==> config.mk <==
export PLATFORM = sky130hd
export DESIGN_NAME = scan_point_breakpoint_grouper_core_flat
export DESIGN_NICKNAME = d
export VERILOG_FILES = /design/src/hw/rtl/spbg_pkg.sv /design/src/hw/rtl/spbg_stream_if.sv /design/src/hw/rtl/spbg_isqrt.sv /design/src/hw/rtl/spbg_dpath.sv /design/src/hw/rtl/spbg_ctrl.sv /design/src/hw/rtl/scan_point_breakpoint_grouper_core.sv /design/src/flat_wrapper.sv
export SDC_FILE = /design/constraint.sdc
export NUM_CORES = 2
export LEC_CHECK = 0
export BUFFER_PORTS_ARGS = -buffer_cell sky130_fd_sc_hd__buf_2
export CAP_MARGIN = 15
export CORE_MARGIN = 3
export CORE_UTILIZATION = 55
export CTS_BUF_LIST = sky130_fd_sc_hd__clkbuf_8
export DETAILED_ROUTE_END_ITERATION = 6
export GPL_TIMING_DRIVEN = 0
export PLACE_DENSITY = 0.72
export SETUP_SLACK_MARGIN = 0.1
export SLEW_MARGIN = 40
export SYNTH_ARGS = -nofsm -noshare
export SYNTH_HDL_FRONTEND = slang
export SYNTH_SLANG_ARGS = --single-unit
==> constraint.sdc <==
create_clock -name clk -period 7.74 [get_ports clk]
set_input_delay 0.774 -clock clk [delete_from_list [all_inputs] [get_ports clk]]
set_output_delay 0.774 -clock clk [all_outputs]
set_load 0.02 [all_outputs]
==> src/hw/rtl/spbg_pkg.sv <==
// ----------------------------------------------------------------------------
// spbg_pkg
// Shared widths, register and step codes, and the structs that pass between
// the scan point grouper modules.
// ----------------------------------------------------------------------------
package spbg_pkg;

	localparam int XY_W   = 24;
	localparam int IDX_W  = 10;
	localparam int CNT_W  = 11;
	localparam int ROOT_W = 29;
	localparam int SQ_W   = 2 * ROOT_W;
	localparam int LIMB_W = 32;
	localparam int LIMBS  = 5;
	localparam int BIG_W  = LIMBS * LIMB_W;
	localparam int APB_AW = 5;

	localparam logic [CNT_W-1:0] CNT_MAX = 11'd2047;

	// register indexes (byte address / 4)
	localparam logic [2:0] REG_BASE_GAP     = 3'd0;
	localparam logic [2:0] REG_GAP_PROP     = 3'd1;
	localparam logic [2:0] REG_SINE_THR     = 3'd2;
	localparam logic [2:0] REG_MIN_SIZE     = 3'd3;
	localparam logic [2:0] REG_DOUBLE_FIRST = 3'd4;

	// multiply steps of the Heron comparison
	localparam logic [2:0] MS_F2 = 3'd0;
	localparam logic [2:0] MS_F3 = 3'd1;
	localparam logic [2:0] MS_F4 = 3'd2;
	localparam logic [2:0] MS_A  = 3'd3;
	localparam logic [2:0] MS_B1 = 3'd4;
	localparam logic [2:0] MS_B2 = 3'd5;
	localparam logic [2:0] MS_T1 = 3'd6;
	localparam logic [2:0] MS_T2 = 3'd7;

	typedef struct packed {
		logic signed [XY_W-1:0] point_x_mm;
		logic signed [XY_W-1:0] point_y_mm;
		logic                   final_point;
	} point_t;

	typedef struct packed {
		logic [IDX_W-1:0] group_first;
		logic [IDX_W-1:0] group_last;
		logic [CNT_W-1:0] point_count;
		logic             front_seen;
		logic             back_seen;
		logic             occlusion_break;
		logic             too_small;
		logic             last_of_sweep;
	} group_t;

	typedef struct packed {
		logic [15:0]      base_gap_mm;
		logic [15:0]      gap_proportion_q16;
		logic [16:0]      sine_threshold_q16;
		logic [CNT_W-1:0] min_group_size;
		logic             double_first_point;
	} cfg_t;

	typedef struct packed {
		logic       load;
		logic       sq_mul;
		logic       root_start;
		logic       gap_mul;
		logic       join_grp;
		logic       h_load;
		logic       mul_en;
		logic [2:0] mul_step;
		logic       mul_last;
		logic       swap;
		logic       cmp;
		logic       emit_brk;
		logic       post;
		logic       emit_fin;
	} cmd_t;

	typedef struct packed {
		logic process;
		logic join_ok;
		logic fin;
		logic roots_done;
		logic out_free;
	} sts_t;

endpackage

==> src/hw/rtl/spbg_stream_if.sv <==
// ----------------------------------------------------------------------------
// spbg_stream_if
// Valid/ready channel that carries one word of type T.
// ----------------------------------------------------------------------------
interface spbg_stream_if #(parameter type T = logic);
	logic valid;
	logic ready;
	T     data;

	modport source (output valid, output data, input ready);
	modport sink (input valid, input data, output ready);
endinterface

==> src/hw/rtl/spbg_isqrt.sv <==
// ----------------------------------------------------------------------------
// spbg_isqrt
// Integer square root, one result bit per cycle (floor of the root).
// ----------------------------------------------------------------------------
module spbg_isqrt (
	input  logic                          clk,
	input  logic                          arst_n,
	input  logic                          start,
	input  logic [spbg_pkg::SQ_W-1:0]     value,
	output logic                          done,
	output logic [spbg_pkg::ROOT_W-1:0]   root
);
	localparam int RootW = spbg_pkg::ROOT_W;
	localparam int SqW   = spbg_pkg::SQ_W;
	localparam int RemW  = RootW + 1;
	localparam int TryW  = RootW + 3;
	localparam int CW    = $clog2(RootW);
	localparam logic [CW-1:0] StepLast = CW'(RootW - 1);

	logic            busy_q;
	logic            done_q;
	logic [CW-1:0]   cnt_q;
	logic [SqW-1:0]  val_q;
	logic [RemW-1:0] rem_q;
	logic [RootW-1:0] root_q;
	logic [TryW-1:0] rem_n;
	logic [TryW-1:0] trial;
	logic            ge;

	// bring down two bits, try the next root bit
	assign rem_n = {rem_q, val_q[SqW-1 -: 2]};
	assign trial = {1'b0, root_q, 2'b01};
	assign ge    = rem_n >= trial;

	// sequence the iterations
	always_ff @(posedge clk or negedge arst_n) begin
		if (!arst_n) begin
			busy_q <= 1'b0;
			done_q <= 1'b0;
			cnt_q  <= '0;
		end else begin
			done_q <= 1'b0;
			if (start) begin
				busy_q <= 1'b1;
				cnt_q  <= '0;
			end else if (busy_q) begin
				if (cnt_q == StepLast) begin
					busy_q <= 1'b0;
					done_q <= 1'b1;
				end else begin
					cnt_q <= cnt_q + 1'b1;
				end
			end
		end
	end

	// remainder and root
	always_ff @(posedge clk) begin
		if (start) begin
			val_q  <= value;
			rem_q  <= '0;
			root_q <= '0;
		end else if (busy_q) begin
			val_q  <= {val_q[SqW-3:0], 2'b00};
			rem_q  <= ge ? RemW'(rem_n - trial) : RemW'(rem_n);
			root_q <= {root_q[RootW-2:0], ge};
		end
	end

	assign done = done_q;
	assign root = root_q;
endmodule

==> src/hw/rtl/spbg_dpath.sv <==
// ----------------------------------------------------------------------------
// spbg_dpath
// Grouper datapath: squares, roots, gap test, Heron comparison through a
// limb-serial multiplier, open group state and the result register.
// ----------------------------------------------------------------------------
module spbg_dpath #(
	parameter int MAX_POINTS = 1024
) (
	input  logic                clk,
	input  logic                arst_n,
	input  spbg_pkg::cfg_t      cfg,
	input  spbg_pkg::cmd_t      cmd,
	output spbg_pkg::sts_t      sts,
	input  spbg_pkg::point_t    pt,
	input  logic                out_ready,
	output logic                out_valid,
	output spbg_pkg::group_t    out_grp
);
	localparam int IW    = $clog2(MAX_POINTS);
	localparam int IdxW  = spbg_pkg::IDX_W;
	localparam int CntW  = spbg_pkg::CNT_W;
	localparam int RootW = spbg_pkg::ROOT_W;
	localparam int LimbW = spbg_pkg::LIMB_W;
	localparam int BigW  = spbg_pkg::BIG_W;
	localparam int LhsW  = BigW - LimbW;
	localparam logic [IW-1:0] IdxLast = IW'(MAX_POINTS - 1);

	// point and group state
	logic signed [23:0] x_q, y_q, prev_x_q, prev_y_q;
	logic               fin_q, self_q, process_q, started_q;
	logic [IW-1:0]      cnt_q, idx_q, open_first_q;
	logic [CntW-1:0]    count_q;
	logic               fv_q;

	// squares and roots
	logic signed [24:0] dx, dy;
	logic signed [47:0] xx_full, yy_full;
	logic signed [49:0] dxx_full, dyy_full;
	logic [46:0]        xx_q, yy_q;
	logic [48:0]        dxx_q, dyy_q;
	logic [47:0]        r2_sum, r2_q, prev_r2_q, p2_q;
	logic [49:0]        d2_sum;
	logic [RootW-1:0]   rq, dq, prev_rq_q, b_q;
	logic               r_done, d_done;
	logic [44:0]        prod_q;
	logic [29:0]        thr;

	// Heron comparison
	logic [30:0]        abc;
	logic signed [30:0] f2, f3, f4;
	logic [29:0]        f2m_q, f3m_q, f4m_q;
	logic               undef_q, nearer_q, occl_q, gt_q;
	logic [BigW-1:0]    big_q, lhs_wide;
	logic [LhsW-1:0]    lhs_q;
	logic [LimbW-1:0]   carry_q, fac;
	logic [2*LimbW-1:0] mac;
	logic [IW-1:0]      prev_idx;
	logic               out_valid_q;
	spbg_pkg::group_t   out_q;

	// differences and squares
	assign dx       = {x_q[23], x_q} - {prev_x_q[23], prev_x_q};
	assign dy       = {y_q[23], y_q} - {prev_y_q[23], prev_y_q};
	assign xx_full  = x_q * x_q;
	assign yy_full  = y_q * y_q;
	assign dxx_full = dx * dx;
	assign dyy_full = dy * dy;
	assign r2_sum   = {1'b0, xx_q} + {1'b0, yy_q};
	assign d2_sum   = {1'b0, dxx_q} + {1'b0, dyy_q};

	spbg_isqrt u_root_r (
		.clk    (clk),
		.arst_n (arst_n),
		.start  (cmd.root_start),
		.value  ({2'b00, r2_sum, 8'h00}),
		.done   (r_done),
		.root   (rq)
	);

	spbg_isqrt u_root_d (
		.clk    (clk),
		.arst_n (arst_n),
		.start  (cmd.root_start),
		.value  ({d2_sum, 8'h00}),
		.done   (d_done),
		.root   (dq)
	);

	// adaptive gap threshold in Q.4 mm
	assign thr = 30'({cfg.base_gap_mm, 4'h0}) + 30'(prod_q[44:16]);

	// Heron factors from the two ranges and the distance
	assign abc = 31'(rq) + 31'(b_q) + 31'(dq);
	assign f2  = $signed({2'b00, b_q}) + $signed({2'b00, dq}) - $signed({2'b00, rq});
	assign f3  = $signed({2'b00, rq}) + $signed({2'b00, dq}) - $signed({2'b00, b_q});
	assign f4  = $signed({2'b00, rq}) + $signed({2'b00, b_q}) - $signed({2'b00, dq});

	// factor of the current multiply step
	always_comb begin
		case (cmd.mul_step) inside
			spbg_pkg::MS_F2: fac = LimbW'(f2m_q);
			spbg_pkg::MS_F3: fac = LimbW'(f3m_q);
			spbg_pkg::MS_F4: fac = LimbW'(f4m_q);
			spbg_pkg::MS_A:  fac = LimbW'(rq);
			spbg_pkg::MS_B1, spbg_pkg::MS_B2: fac = LimbW'(b_q);
			spbg_pkg::MS_T1, spbg_pkg::MS_T2: fac = LimbW'(cfg.sine_threshold_q16);
			default: fac = '0;
		endcase
	end

	assign mac      = (2*LimbW)'(big_q[LimbW-1:0]) * (2*LimbW)'(fac)
		+ (2*LimbW)'(carry_q);
	assign lhs_wide = {lhs_q, {LimbW{1'b0}}};
	assign prev_idx = (idx_q == '0) ? '0 : idx_q - 1'b1;

	// point registers and products
	always_ff @(posedge clk) begin
		if (cmd.load) begin
			x_q       <= pt.point_x_mm;
			y_q       <= pt.point_y_mm;
			fin_q     <= pt.final_point | (cnt_q >= IdxLast);
			idx_q     <= cnt_q;
			self_q    <= !started_q;
			process_q <= (cnt_q != '0) | cfg.double_first_point;
		end
		if (cmd.sq_mul) begin
			xx_q  <= xx_full[46:0];
			yy_q  <= yy_full[46:0];
			dxx_q <= dxx_full[48:0];
			dyy_q <= dyy_full[48:0];
		end
		if (cmd.root_start) begin
			r2_q <= r2_sum;
		end
		if (cmd.gap_mul) begin
			prod_q <= 45'(rq) * 45'(cfg.gap_proportion_q16);
			b_q    <= self_q ? rq : prev_rq_q;
			p2_q   <= self_q ? r2_q : prev_r2_q;
		end
		if (cmd.h_load) begin
			f2m_q    <= f2[30] ? 30'(-f2) : f2[29:0];
			f3m_q    <= f3[30] ? 30'(-f3) : f3[29:0];
			f4m_q    <= f4[30] ? 30'(-f4) : f4[29:0];
			undef_q  <= (rq == '0) || (b_q == '0)
				|| ((f2[30] ^ f3[30] ^ f4[30]) && (f2 != 0) && (f3 != 0) && (f4 != 0));
			nearer_q <= r2_q < p2_q;
			big_q    <= BigW'(abc);
			carry_q  <= '0;
		end else if (cmd.mul_en) begin
			big_q   <= {mac[LimbW-1:0], big_q[BigW-1:LimbW]};
			carry_q <= cmd.mul_last ? '0 : mac[2*LimbW-1:LimbW];
		end else if (cmd.swap) begin
			lhs_q <= big_q[LhsW-1:0];
			big_q <= BigW'({rq, 2'b00});
		end
		if (cmd.cmp) begin
			occl_q <= !undef_q && (lhs_wide < big_q);
			gt_q   <= !undef_q && (lhs_wide > big_q);
		end
	end

	// open group and sweep state
	always_ff @(posedge clk or negedge arst_n) begin
		if (!arst_n) begin
			started_q    <= 1'b0;
			cnt_q        <= '0;
			open_first_q <= '0;
			count_q      <= '0;
			fv_q         <= 1'b1;
			prev_x_q     <= '0;
			prev_y_q     <= '0;
			prev_r2_q    <= '0;
			prev_rq_q    <= '0;
		end else begin
			if (cmd.load && !started_q) begin
				started_q    <= 1'b1;
				open_first_q <= '0;
				count_q      <= CntW'(1);
				fv_q         <= 1'b1;
				prev_x_q     <= pt.point_x_mm;
				prev_y_q     <= pt.point_y_mm;
			end
			if (cmd.join_grp && count_q != spbg_pkg::CNT_MAX) begin
				count_q <= count_q + 1'b1;
			end
			if (cmd.emit_brk) begin
				open_first_q <= idx_q;
				count_q      <= CntW'(1);
				fv_q         <= gt_q | nearer_q;
			end
			if (cmd.post) begin
				prev_x_q  <= x_q;
				prev_y_q  <= y_q;
				prev_r2_q <= r2_q;
				prev_rq_q <= rq;
				cnt_q     <= idx_q + 1'b1;
			end
			if (cmd.emit_fin) begin
				started_q <= 1'b0;
				cnt_q     <= '0;
			end
		end
	end

	// result register: hold until taken
	always_ff @(posedge clk or negedge arst_n) begin
		if (!arst_n) begin
			out_valid_q <= 1'b0;
		end else if (cmd.emit_brk || cmd.emit_fin) begin
			out_valid_q <= 1'b1;
		end else if (out_ready) begin
			out_valid_q <= 1'b0;
		end
	end

	always_ff @(posedge clk) begin
		if (cmd.emit_brk) begin
			out_q.group_first     <= IdxW'(open_first_q);
			out_q.group_last      <= IdxW'(prev_idx);
			out_q.point_count     <= count_q;
			out_q.front_seen      <= fv_q;
			out_q.back_seen       <= !(occl_q && nearer_q);
			out_q.occlusion_break <= occl_q;
			out_q.too_small       <= count_q < cfg.min_group_size;
			out_q.last_of_sweep   <= 1'b0;
		end else if (cmd.emit_fin) begin
			out_q.group_first     <= IdxW'(open_first_q);
			out_q.group_last      <= IdxW'(idx_q);
			out_q.point_count     <= count_q;
			out_q.front_seen      <= fv_q;
			out_q.back_seen       <= 1'b1;
			out_q.occlusion_break <= 1'b0;
			out_q.too_small       <= count_q < cfg.min_group_size;
			out_q.last_of_sweep   <= 1'b1;
		end
	end

	assign out_valid      = out_valid_q;
	assign out_grp        = out_q;
	assign sts.process    = process_q;
	assign sts.join_ok    = {1'b0, dq} < thr;
	assign sts.fin        = fin_q;
	assign sts.roots_done = r_done & d_done;
	assign sts.out_free   = !out_valid_q || out_ready;
endmodule

==> src/hw/rtl/spbg_ctrl.sv <==
// ----------------------------------------------------------------------------
// spbg_ctrl
// Sequencer for one scan point: squares, roots, gap decision, Heron
// multiply steps and result hand-off.
// ----------------------------------------------------------------------------
module spbg_ctrl (
	input  logic             clk,
	input  logic             arst_n,
	input  logic             in_valid,
	output logic             in_ready,
	input  spbg_pkg::sts_t   sts,
	output spbg_pkg::cmd_t   cmd
);
	localparam logic [3:0] S_IDLE   = 4'd0;
	localparam logic [3:0] S_SQR    = 4'd1;
	localparam logic [3:0] S_SUM    = 4'd2;
	localparam logic [3:0] S_ROOT   = 4'd3;
	localparam logic [3:0] S_GAP    = 4'd4;
	localparam logic [3:0] S_DECIDE = 4'd5;
	localparam logic [3:0] S_HLOAD  = 4'd6;
	localparam logic [3:0] S_MUL    = 4'd7;
	localparam logic [3:0] S_SWAP   = 4'd8;
	localparam logic [3:0] S_CMP    = 4'd9;
	localparam logic [3:0] S_EMITB  = 4'd10;
	localparam logic [3:0] S_POST   = 4'd11;
	localparam logic [3:0] S_EMITF  = 4'd12;

	localparam logic [2:0] LimbLast = 3'(spbg_pkg::LIMBS - 1);

	logic [3:0] state_q, state_d;
	logic [2:0] step_q, step_d;
	logic [2:0] limb_q, limb_d;

	// next state and commands
	always_comb begin
		state_d = state_q;
		step_d  = step_q;
		limb_d  = limb_q;
		cmd     = '0;
		cmd.mul_step = step_q;
		unique case (state_q)
			S_IDLE: begin
				if (in_valid) begin
					cmd.load = 1'b1;
					state_d  = S_SQR;
				end
			end
			S_SQR: begin
				cmd.sq_mul = 1'b1;
				state_d    = S_SUM;
			end
			S_SUM: begin
				cmd.root_start = 1'b1;
				state_d        = S_ROOT;
			end
			S_ROOT: begin
				if (sts.roots_done) begin
					state_d = S_GAP;
				end
			end
			S_GAP: begin
				cmd.gap_mul = 1'b1;
				state_d     = S_DECIDE;
			end
			S_DECIDE: begin
				if (!sts.process) begin
					state_d = S_POST;
				end else if (sts.join_ok) begin
					cmd.join_grp = 1'b1;
					state_d      = S_POST;
				end else begin
					state_d = S_HLOAD;
				end
			end
			S_HLOAD: begin
				cmd.h_load = 1'b1;
				step_d     = spbg_pkg::MS_F2;
				limb_d     = '0;
				state_d    = S_MUL;
			end
			S_MUL: begin
				cmd.mul_en   = 1'b1;
				cmd.mul_last = limb_q == LimbLast;
				if (limb_q == LimbLast) begin
					limb_d = '0;
					if (step_q == spbg_pkg::MS_F4) begin
						step_d  = spbg_pkg::MS_A;
						state_d = S_SWAP;
					end else if (step_q == spbg_pkg::MS_T2) begin
						state_d = S_CMP;
					end else begin
						step_d = step_q + 1'b1;
					end
				end else begin
					limb_d = limb_q + 1'b1;
				end
			end
			S_SWAP: begin
				cmd.swap = 1'b1;
				state_d  = S_MUL;
			end
			S_CMP: begin
				cmd.cmp = 1'b1;
				state_d = S_EMITB;
			end
			S_EMITB: begin
				if (sts.out_free) begin
					cmd.emit_brk = 1'b1;
					state_d      = S_POST;
				end
			end
			S_POST: begin
				cmd.post = 1'b1;
				state_d  = sts.fin ? S_EMITF : S_IDLE;
			end
			S_EMITF: begin
				if (sts.out_free) begin
					cmd.emit_fin = 1'b1;
					state_d      = S_IDLE;
				end
			end
			default: begin
				state_d = S_IDLE;
			end
		endcase
	end

	always_ff @(posedge clk or negedge arst_n) begin
		if (!arst_n) begin
			state_q <= S_IDLE;
			step_q  <= '0;
			limb_q  <= '0;
		end else begin
			state_q <= state_d;
			step_q  <= step_d;
			limb_q  <= limb_d;
		end
	end

	assign in_ready = state_q == S_IDLE;

	a_limb_range: assert property (@(posedge clk) disable iff (!arst_n)
		limb_q <= LimbLast)
		else $error("limb counter out of range");

	a_mul_end: assert property (@(posedge clk) disable iff (!arst_n)
		(state_q == S_MUL && step_q == spbg_pkg::MS_T2 && limb_q == LimbLast)
		|=> state_q == S_CMP)
		else $error("multiply sequence did not end in compare");

	a_emit_hold: assert property (@(posedge clk) disable iff (!arst_n)
		(state_q == S_EMITB && !sts.out_free) |=> state_q == S_EMITB)
		else $error("break word dropped while result register full");

	a_swap_once: assert property (@(posedge clk) disable iff (!arst_n)
		(state_q == S_SWAP) |-> (step_q == spbg_pkg::MS_A && limb_q == '0))
		else $error("operand swap out of sequence");
endmodule

==> src/hw/rtl/scan_point_breakpoint_grouper_core.sv <==
// ----------------------------------------------------------------------------
// scan_point_breakpoint_grouper_core
// Adaptive breakpoint grouping of laser scan points with an occlusion test.
//
//   channel  dir  handshake       word
//   points   in   valid/ready     point_x_mm, point_y_mm, final_point
//   groups   out  valid/ready     one closed group per word
//   apb      in   psel/penable    five configuration registers at 4*i
//
// The time a point takes to join or open the sweep is set by the two
// one-bit-per-cycle root units, run side by side. A break adds eight
// 160-bit by 32-bit multiply steps, five limbs each, on one 32x32
// multiplier. A final point adds an emit step for its word. One point is
// worked on at a time; the next point is taken while the last word waits in
// the result register, and a full result register stalls only the emitting
// step. Reset is asynchronous.
// ----------------------------------------------------------------------------
module scan_point_breakpoint_grouper_core #(
	parameter int MAX_POINTS = 1024
) (
	input  logic                            clk,
	input  logic                            arst_n,
	spbg_stream_if.sink                     points,
	spbg_stream_if.source                   groups,
	input  logic                            psel,
	input  logic                            penable,
	input  logic                            pwrite,
	input  logic [spbg_pkg::APB_AW-1:0]     paddr,
	input  logic [31:0]                     pwdata,
	output logic [31:0]                     prdata,
	output logic                            pready
);
	spbg_pkg::cfg_t cfg_q;
	spbg_pkg::cmd_t cmd;
	spbg_pkg::sts_t sts;
	logic [2:0]     reg_idx;
	logic           wr_en;
	logic           in_ready;

	assign reg_idx = paddr[spbg_pkg::APB_AW-1:2];
	assign wr_en   = psel && penable && pwrite;
	assign pready  = 1'b1;

	// configuration writes
	always_ff @(posedge clk or negedge arst_n) begin
		if (!arst_n) begin
			cfg_q.base_gap_mm        <= 16'd100;
			cfg_q.gap_proportion_q16 <= 16'd4571;
			cfg_q.sine_threshold_q16 <= 17'd9093;
			cfg_q.min_group_size     <= 11'd5;
			cfg_q.double_first_point <= 1'b0;
		end else if (wr_en) begin
			unique case (reg_idx)
				spbg_pkg::REG_BASE_GAP:     cfg_q.base_gap_mm        <= pwdata[15:0];
				spbg_pkg::REG_GAP_PROP:     cfg_q.gap_proportion_q16 <= pwdata[15:0];
				spbg_pkg::REG_SINE_THR:     cfg_q.sine_threshold_q16 <= pwdata[16:0];
				spbg_pkg::REG_MIN_SIZE:     cfg_q.min_group_size     <= pwdata[10:0];
				spbg_pkg::REG_DOUBLE_FIRST: cfg_q.double_first_point <= pwdata[0];
				default: begin
				end
			endcase
		end
	end

	// register read-back
	always_comb begin
		unique case (reg_idx)
			spbg_pkg::REG_BASE_GAP:     prdata = 32'(cfg_q.base_gap_mm);
			spbg_pkg::REG_GAP_PROP:     prdata = 32'(cfg_q.gap_proportion_q16);
			spbg_pkg::REG_SINE_THR:     prdata = 32'(cfg_q.sine_threshold_q16);
			spbg_pkg::REG_MIN_SIZE:     prdata = 32'(cfg_q.min_group_size);
			spbg_pkg::REG_DOUBLE_FIRST: prdata = 32'(cfg_q.double_first_point);
			default:                    prdata = '0;
		endcase
	end

	spbg_ctrl u_ctrl (
		.clk      (clk),
		.arst_n   (arst_n),
		.in_valid (points.valid),
		.in_ready (in_ready),
		.sts      (sts),
		.cmd      (cmd)
	);

	spbg_dpath #(
		.MAX_POINTS (MAX_POINTS)
	) u_dpath (
		.clk       (clk),
		.arst_n    (arst_n),
		.cfg       (cfg_q),
		.cmd       (cmd),
		.sts       (sts),
		.pt        (points.data),
		.out_ready (groups.ready),
		.out_valid (groups.valid),
		.out_grp   (groups.data)
	);

	assign points.ready = in_ready;
endmodule
==> src/flat_wrapper.sv <==
// flat-port wrapper written by rule: the top's interface ports become plain ports
module scan_point_breakpoint_grouper_core_flat 
#(
	parameter int MAX_POINTS = 1024
)
  (clk, arst_n, psel, penable, pwrite, paddr, pwdata, prdata, pready, points_valid, points_data, points_ready, groups_valid, groups_data, groups_ready);
  spbg_stream_if points_i ();
  spbg_stream_if groups_i ();
  input  logic clk;
  input  logic arst_n;
  input  logic psel;
  input  logic penable;
  input  logic pwrite;
  input  logic [spbg_pkg::APB_AW-1:0] paddr;
  input  logic [31:0] pwdata;
  output logic [31:0] prdata;
  output logic pready;
  input wire logic [$bits(points_i.valid)-1:0] points_valid;
  input wire logic [$bits(points_i.data)-1:0] points_data;
  output wire logic [$bits(points_i.ready)-1:0] points_ready;
  output wire logic [$bits(groups_i.valid)-1:0] groups_valid;
  output wire logic [$bits(groups_i.data)-1:0] groups_data;
  input wire logic [$bits(groups_i.ready)-1:0] groups_ready;
  assign points_i.valid = points_valid;
  assign points_i.data = points_data;
  assign points_ready = points_i.ready;
  assign groups_valid = groups_i.valid;
  assign groups_data = groups_i.data;
  assign groups_i.ready = groups_ready;
  scan_point_breakpoint_grouper_core #(.MAX_POINTS(MAX_POINTS)) u_core (.clk(clk), .arst_n(arst_n), .points(points_i), .groups(groups_i), .psel(psel), .penable(penable), .pwrite(pwrite), .paddr(paddr), .pwdata(pwdata), .prdata(prdata), .pready(pready));
endmodule
Word-level counts from Yosys, hierarchy flattened

Cells that the tools add are included.

Output and inout port bits: 36
Logic and storage cells: 162
Input port bits: 45
Register bits after elaboration: 396

Eq/ne operators: 30
Muxes and demuxes: 57
$mul: 2
Magnitude comparators: 4
Reductions and logical operators: 27
Bitwise gates (word level): 3
$add $sub $neg: 10

Operators by type and width:

| kind                                                | count |
|---|---|
| two-way mux 58 bit                                  | 2 |
| case mux 17 bit (5 select lines)                    | 1 |
| >= comparator 32 x 31 -> 1 bit                      | 2 |
| two-way mux 30 bit                                  | 2 |
| subtractor 30 bit                                   | 2 |
| adder 49 x 49 -> 50 bit                             | 1 |
| multiplier 25 x 25 -> 49 bit                        | 1 |
| two-way mux 24 bit                                  | 2 |
| case mux 4 bit (12 select lines)                    | 1 |
| multiplier 29 x 16 -> 45 bit                        | 1 |
| two-way mux 4 bit                                   | 10 |
| adder 20 x 29 -> 30 bit                             | 1 |
| less-than comparator 29 x 30 -> 1 bit               | 1 |
| two-way mux 5 bit                                   | 6 |
| two-way mux 1 bit                                   | 25 |
| subtractor 1 x 24 -> 25 bit, first input constant   | 1 |
| equality test 4 bit, second input constant          | 5 |
| two-way mux 10 bit                                  | 2 |
| equality test 4 x 3 -> 1 bit, second input constant | 4 |
| AND reduction 2 bit                                 | 7 |
| nonzero test 2 bit                                  | 7 |
| two-way mux 3 bit                                   | 4 |
| case mux 3 bit (2 select lines)                     | 2 |
| adder 10 x 1 -> 10 bit, second input constant       | 1 |
| other kinds (23)                                    | 42 |

Longest topological paths before layout

Word-level depth: 6
Mapped depth: 26
Mapped depth without buffers: 24

By module

Synthesis repeated with hierarchy kept, for this count alone.

Cell total of the unflattened synthesis: 19922
Area total of the unflattened synthesis: 197285.5 um^2

By module, submodules not included:

| module                             | cells an instance | area each (um^2) | instances |
|---|---|---|---|
| spbg_dpath                         | 18296             | 179591.0         | 1 |
| spbg_isqrt                         | 661               | 6907.9           | 2 |
| scan_point_breakpoint_grouper_core | 209               | 3059.2           | 1 |
| spbg_ctrl                          | 95                | 819.5            | 1 |

Worst setup path before layout

No wires, ideal clock.

Kind: register -> register
From: register u_core.cfg_q[30] (netlist name)
To: register u_core.u_dpath.prod_q[44] (data pin)
Period minus slack after synthesis: 6.629 ns
Required time: 7.480 ns
Arrival time: 6.369 ns
Library setup time: 0.260 ns
Stages on the path, launching flop included: 24
Path slack: 1.111 ns
Cell sequence: dfstp_2 -> clkbuf_1 -> clkbuf_1 -> nand2_1 -> fa_1 -> fa_1 -> fa_1 -> inv_1 -> fa_1 -> fa_1 -> inv_1 -> fa_1 -> inv_1 -> ha_1 -> a21o_1 -> a21o_1 -> a21oi_1 -> a2bb2oi_1 -> a2111oi_0 -> nor3_1 -> nor3_1 -> a2111o_1 -> a21oi_1 -> xnor2_1

Word-level cells in the longest chain between the ends: 1

Ends and longest elaborated chain:

| item                         | line                                     | RTL |
|---|---|---|
| from (decl)                  | scan_point_breakpoint_grouper_core.sv:33 | `spbg_pkg::cfg_t cfg_q;` |
| multiplier 29 x 16 -> 45 bit | spbg_dpath.sv:136                        | `prod_q <= 45'(rq) * 45'(cfg.gap_proportion_q16);` |
| to (signal assigned)         | spbg_dpath.sv:136                        |  |
| to (decl)                    | spbg_dpath.sv:45                         | `logic [44:0] prod_q;` |

Every way passes these cells.
A chain may end at the register's enable or synchronous reset.

Final worst setup path

From: register u_core.cfg_q[35] (netlist name)
To: register u_core.u_dpath.prod_q[38] (data pin)

The elaborated chain is that of the path after synthesis.

==> impl_metrics.env <==
export IMPL_run_status="finished, final reports clean"
export IMPL_tightest_slew_ps=910
export IMPL_synth_edf_count=41
export IMPL_die_h_um=235
export IMPL_grt_pass1_wl_um=127000
export IMPL_fin_worst_skew_ps=29.4
export IMPL_wire_per_inst_um=20.0
export IMPL_synth_most_common_cell="inv_1"
export IMPL_io_pins=81
export IMPL_cts_hold_buffers_added=0
export IMPL_wl_met2_um=37300
export IMPL_critPathCaptureType="flop"
export IMPL_synth_area_top_cells="fa_1 (26%), ha_1 (9.7%), dfxtp_1 (8.0%)"
export IMPL_met1Wirelength_um=32800
export IMPL_drive_gt1_share_pct=9.63
export IMPL_async_reset_ff_share_pct=38.1
export IMPL_finalInstanceArea_mm2=0.0312
export IMPL_synth_top_family_by_area="adder cells"
export IMPL_die_x_um=235
export IMPL_ir_drop_v=0.000340
export IMPL_yosys_cell_types_count=84
export IMPL_dpl_cell_area_mm2=0.0301
export IMPL_clk_pin_slew_ps=70
export IMPL_synth_flop_cell="dfxtp_1"
export IMPL_path_max_fanout=10
export IMPL_synth_mux_area_share_pct=6.21
export IMPL_leakagePower_nw=15.3
export IMPL_initialDrtViolationCount=1773
export IMPL_core_area_mm2=0.0516
export IMPL_cts_tree="built"
export IMPL_nets=3943
export IMPL_yosysTopAreaCell="fa_1"
export IMPL_yosys_area_share_simple_pct=14.6
export IMPL_synth_compound_area_share_pct=9.88
export IMPL_ant_nets=0
export IMPL_cp_required_ps=8080
export IMPL_finalCoreUtilization_pct=60.5
export IMPL_post_dp_hpwl_um=63800
export IMPL_grt_remaining_overflow=0
export IMPL_finalHoldViolCount=0
export IMPL_htree_num_levels=2
export IMPL_powerDensity_mw_per_mm2=432
export IMPL_synth_common_cells="inv_1 (525), fa_1 (378), nand2_1 (356)"
export IMPL_ys_warn_count=0
export IMPL_fmax_mhz=134
export IMPL_synth_seq_cells=252
export IMPL_dieArea_mm2=0.0553
export IMPL_cts_buffers=44
export IMPL_setup_viol=0
export IMPL_gp_congestion=0.955
export IMPL_rsz0062_at_grt="true"
export IMPL_synth_top_area_share_pct=26.2
export IMPL_max_clock_path_buffers=3
export IMPL_hp_class="input port to asynchronous set/reset pin"
export IMPL_vias=22878
export IMPL_start_util_pct=56.0
export IMPL_synth_avg_cell_area_um2=9.08
export IMPL_slew_viol_final=0
export IMPL_fin_crit_ps=7440
export IMPL_met3RoutedLength_um=6490
export IMPL_synthAdderAreaFrac_pct=35.9
export IMPL_grt_max_degree=64
export IMPL_syn_to_final_growth_pct=8.03
export IMPL_highest_layer="met5"
export IMPL_cap_violations=0
export IMPL_root_buffer="clkbuf_8"
export IMPL_syn_instance_count=3182
export IMPL_finalCritPeriodShare_pct=96.1
export IMPL_grt_pass1_vias=23254
export IMPL_drc=0
export IMPL_routed_wl_um=80300
export IMPL_criticalPathCategory="flop to flop"
export IMPL_drt_pass1_iterations=6
export IMPL_fin_cells=4015
export IMPL_routed_via_density=5.70
export IMPL_start_kind="flop"
export IMPL_seq_area_frac_synth_pct=20.6
export IMPL_synthesis_area_mm2=0.0289
export IMPL_track_usage_pct=28.9
export IMPL_num_rows=83
export IMPL_arrival_ps=7780
export IMPL_cts_sinks=252
export IMPL_clock_latency_ps=620
export IMPL_dp_cells=3930
export IMPL_port_buffers=47
export IMPL_slew_headroom_pct=39.3
export IMPL_antenna_found_initial=7
export IMPL_synth_xor_area_share_pct=3.15
export IMPL_setup_tns_ps=0
-- worst paths after layout --
path | startpoint | to | slack, ps | cells after the start
max | u_core.cfg_q[35]$_DFFE_PN1P_ | u_core.u_dpath.prod_q[38]$_DFFE_PP_ | 300 | 22
min | arst_n | u_core.u_dpath.cnt_q[4]$_DFFE_PN0P_ | 30 | 1
max reg2reg | u_core.cfg_q[35]$_DFFE_PN1P_ | u_core.u_dpath.prod_q[38]$_DFFE_PP_ | 300 | 22
min reg2reg | u_core.u_dpath.out_grp[0]$_SDFFE_PP0P_ | u_core.u_dpath.out_grp[0]$_SDFFE_PP0P_ | 490 | 2
max in group asynchronous | arst_n | u_core.cfg_q[41]$_DFFE_PN1P_ | 7000 | 2
min in group clk | pwdata[7] | u_core.cfg_q[52]$_DFFE_PN0P_ | 430 | 2
-- layer usage --
metal,GRT usage [%],vias up
met4,11.5,4
met3,5.52,191
met1,38.7,11391
li1,-,10362
met5,0,-
met2,46.6,930
-- placed cells by master, fill, tap and decap left out, types with 19 or more instances in the layout --
cell type / netlist / final
a21o_1: 39 / 39
xnor2_1: 61 / 61
and2_1: 194 / 194
dfxtp_1: 115 / 115
nand2_1: 356 / 356
mux2_2: 61 / 61
o21ai_0: 114 / 113
nand3_1: 31 / 31
a31oi_1: 19 / 19
nand4_1: 28 / 28
nor2b_1: 20 / 20
xor2_1: 43 / 43
buf_2: 2 / 54
dfstp_2: 19 / 19
edfxtp_1: 41 / 41
dfrtp_1: 77 / 77
inv_1: 525 / 538
a21oi_1: 165 / 165
nor3_1: 22 / 21
buf_4: 19 / 22
clkbuf_2: 0 / 56
nor2_1: 169 / 169
clkbuf_8: 0 / 51
clkbuf_1: 154 / 96
ha_1: 224 / 224
fa_1: 378 / 378
mux2i_1: 87 / 87
-- where the power goes --
group	switching (mW)	internal, mW
clock network	0.608	0.808
logic	5.90	3.83
registers	0.374	1.95
-- logic make-up (layout without fill, tap and decap cells) --
group | Yosys count | count (layout)
compound gates | 460 | 460
xor+xnor | 104 | 104
fa+ha+maj | 602 | 602
buf+inv | 713 | 849
flops | 252 | 252
mux | 159 | 159
other cells | 2 | 19
simple gates | 890 | 890
-- final cells by class --
| type | count | area [µm²] |
|---|---|---|
| antenna | 3 | 7.51 |
| buffer | 187 | 885 |
| clock buffer | 51 | 702 |
| clock inverter | 31 | 298 |
| fill | 4450 | 20400 |
| inverter | 525 | 1970 |
| multi-input combinational | 2231 | 20200 |
| sequential | 252 | 5960 |
| tap | 680 | 851 |
| timing repair buffer | 55 | 318 |
-- stage by stage --
| step | hold WS, ps | power [mW] | setup slack [ps] |
|---|---|---|---|
| 2_1_floorplan | 460 | 9.32 | 1110 |
| 3_3_place_gp | 473 | 11.5 | -622 |
| 3_5_place_dp | 486 | 11.9 | -568 |
| 4_1_cts | 26.1 | 13.4 | 148 |
| 5_1_grt | 33.7 | 14.8 | 88.0 |
| 6_report | 32.2 | 13.5 | 300 |
-- registers in the layout, indices dropped and copies added, names as in the netlist, 10 cells and up --
name                           count
u_core.u_dpath.idx_q              10
u_core.u_dpath.u_root_d.root      29
u_core.u_dpath.u_root_r.rem_q     28
u_core.cfg_q                      61
u_core.u_dpath.prod_q             29
u_core.u_dpath.u_root_r.root      29
u_core.u_dpath.u_root_d.rem_q     28
u_core.u_dpath.cnt_q              10
-- worst max-delay path, cell delays in order (launching register included) --
cell      delay [ps]
dfstp_2          560
clkbuf_1         640
and2_1           260
fa_1             390
inv_1            100
fa_1             430
fa_1             520
inv_1             50
fa_1             470
fa_1             550
inv_1             60
fa_1             530
inv_1             40
ha_1             290
nand4_1          130
a21oi_1          380
nand3_1          300
a31o_2           350
a211o_1          330
a31oi_1          320
a21oi_1          170
o21bai_1         180
xor2_1           100
-- repair_timing --
action	CTS	global route
setup buffers	0	0
setup endpoints to repair	13	6
resized for setup	15	82
Power figures use the tool's default switching activity.
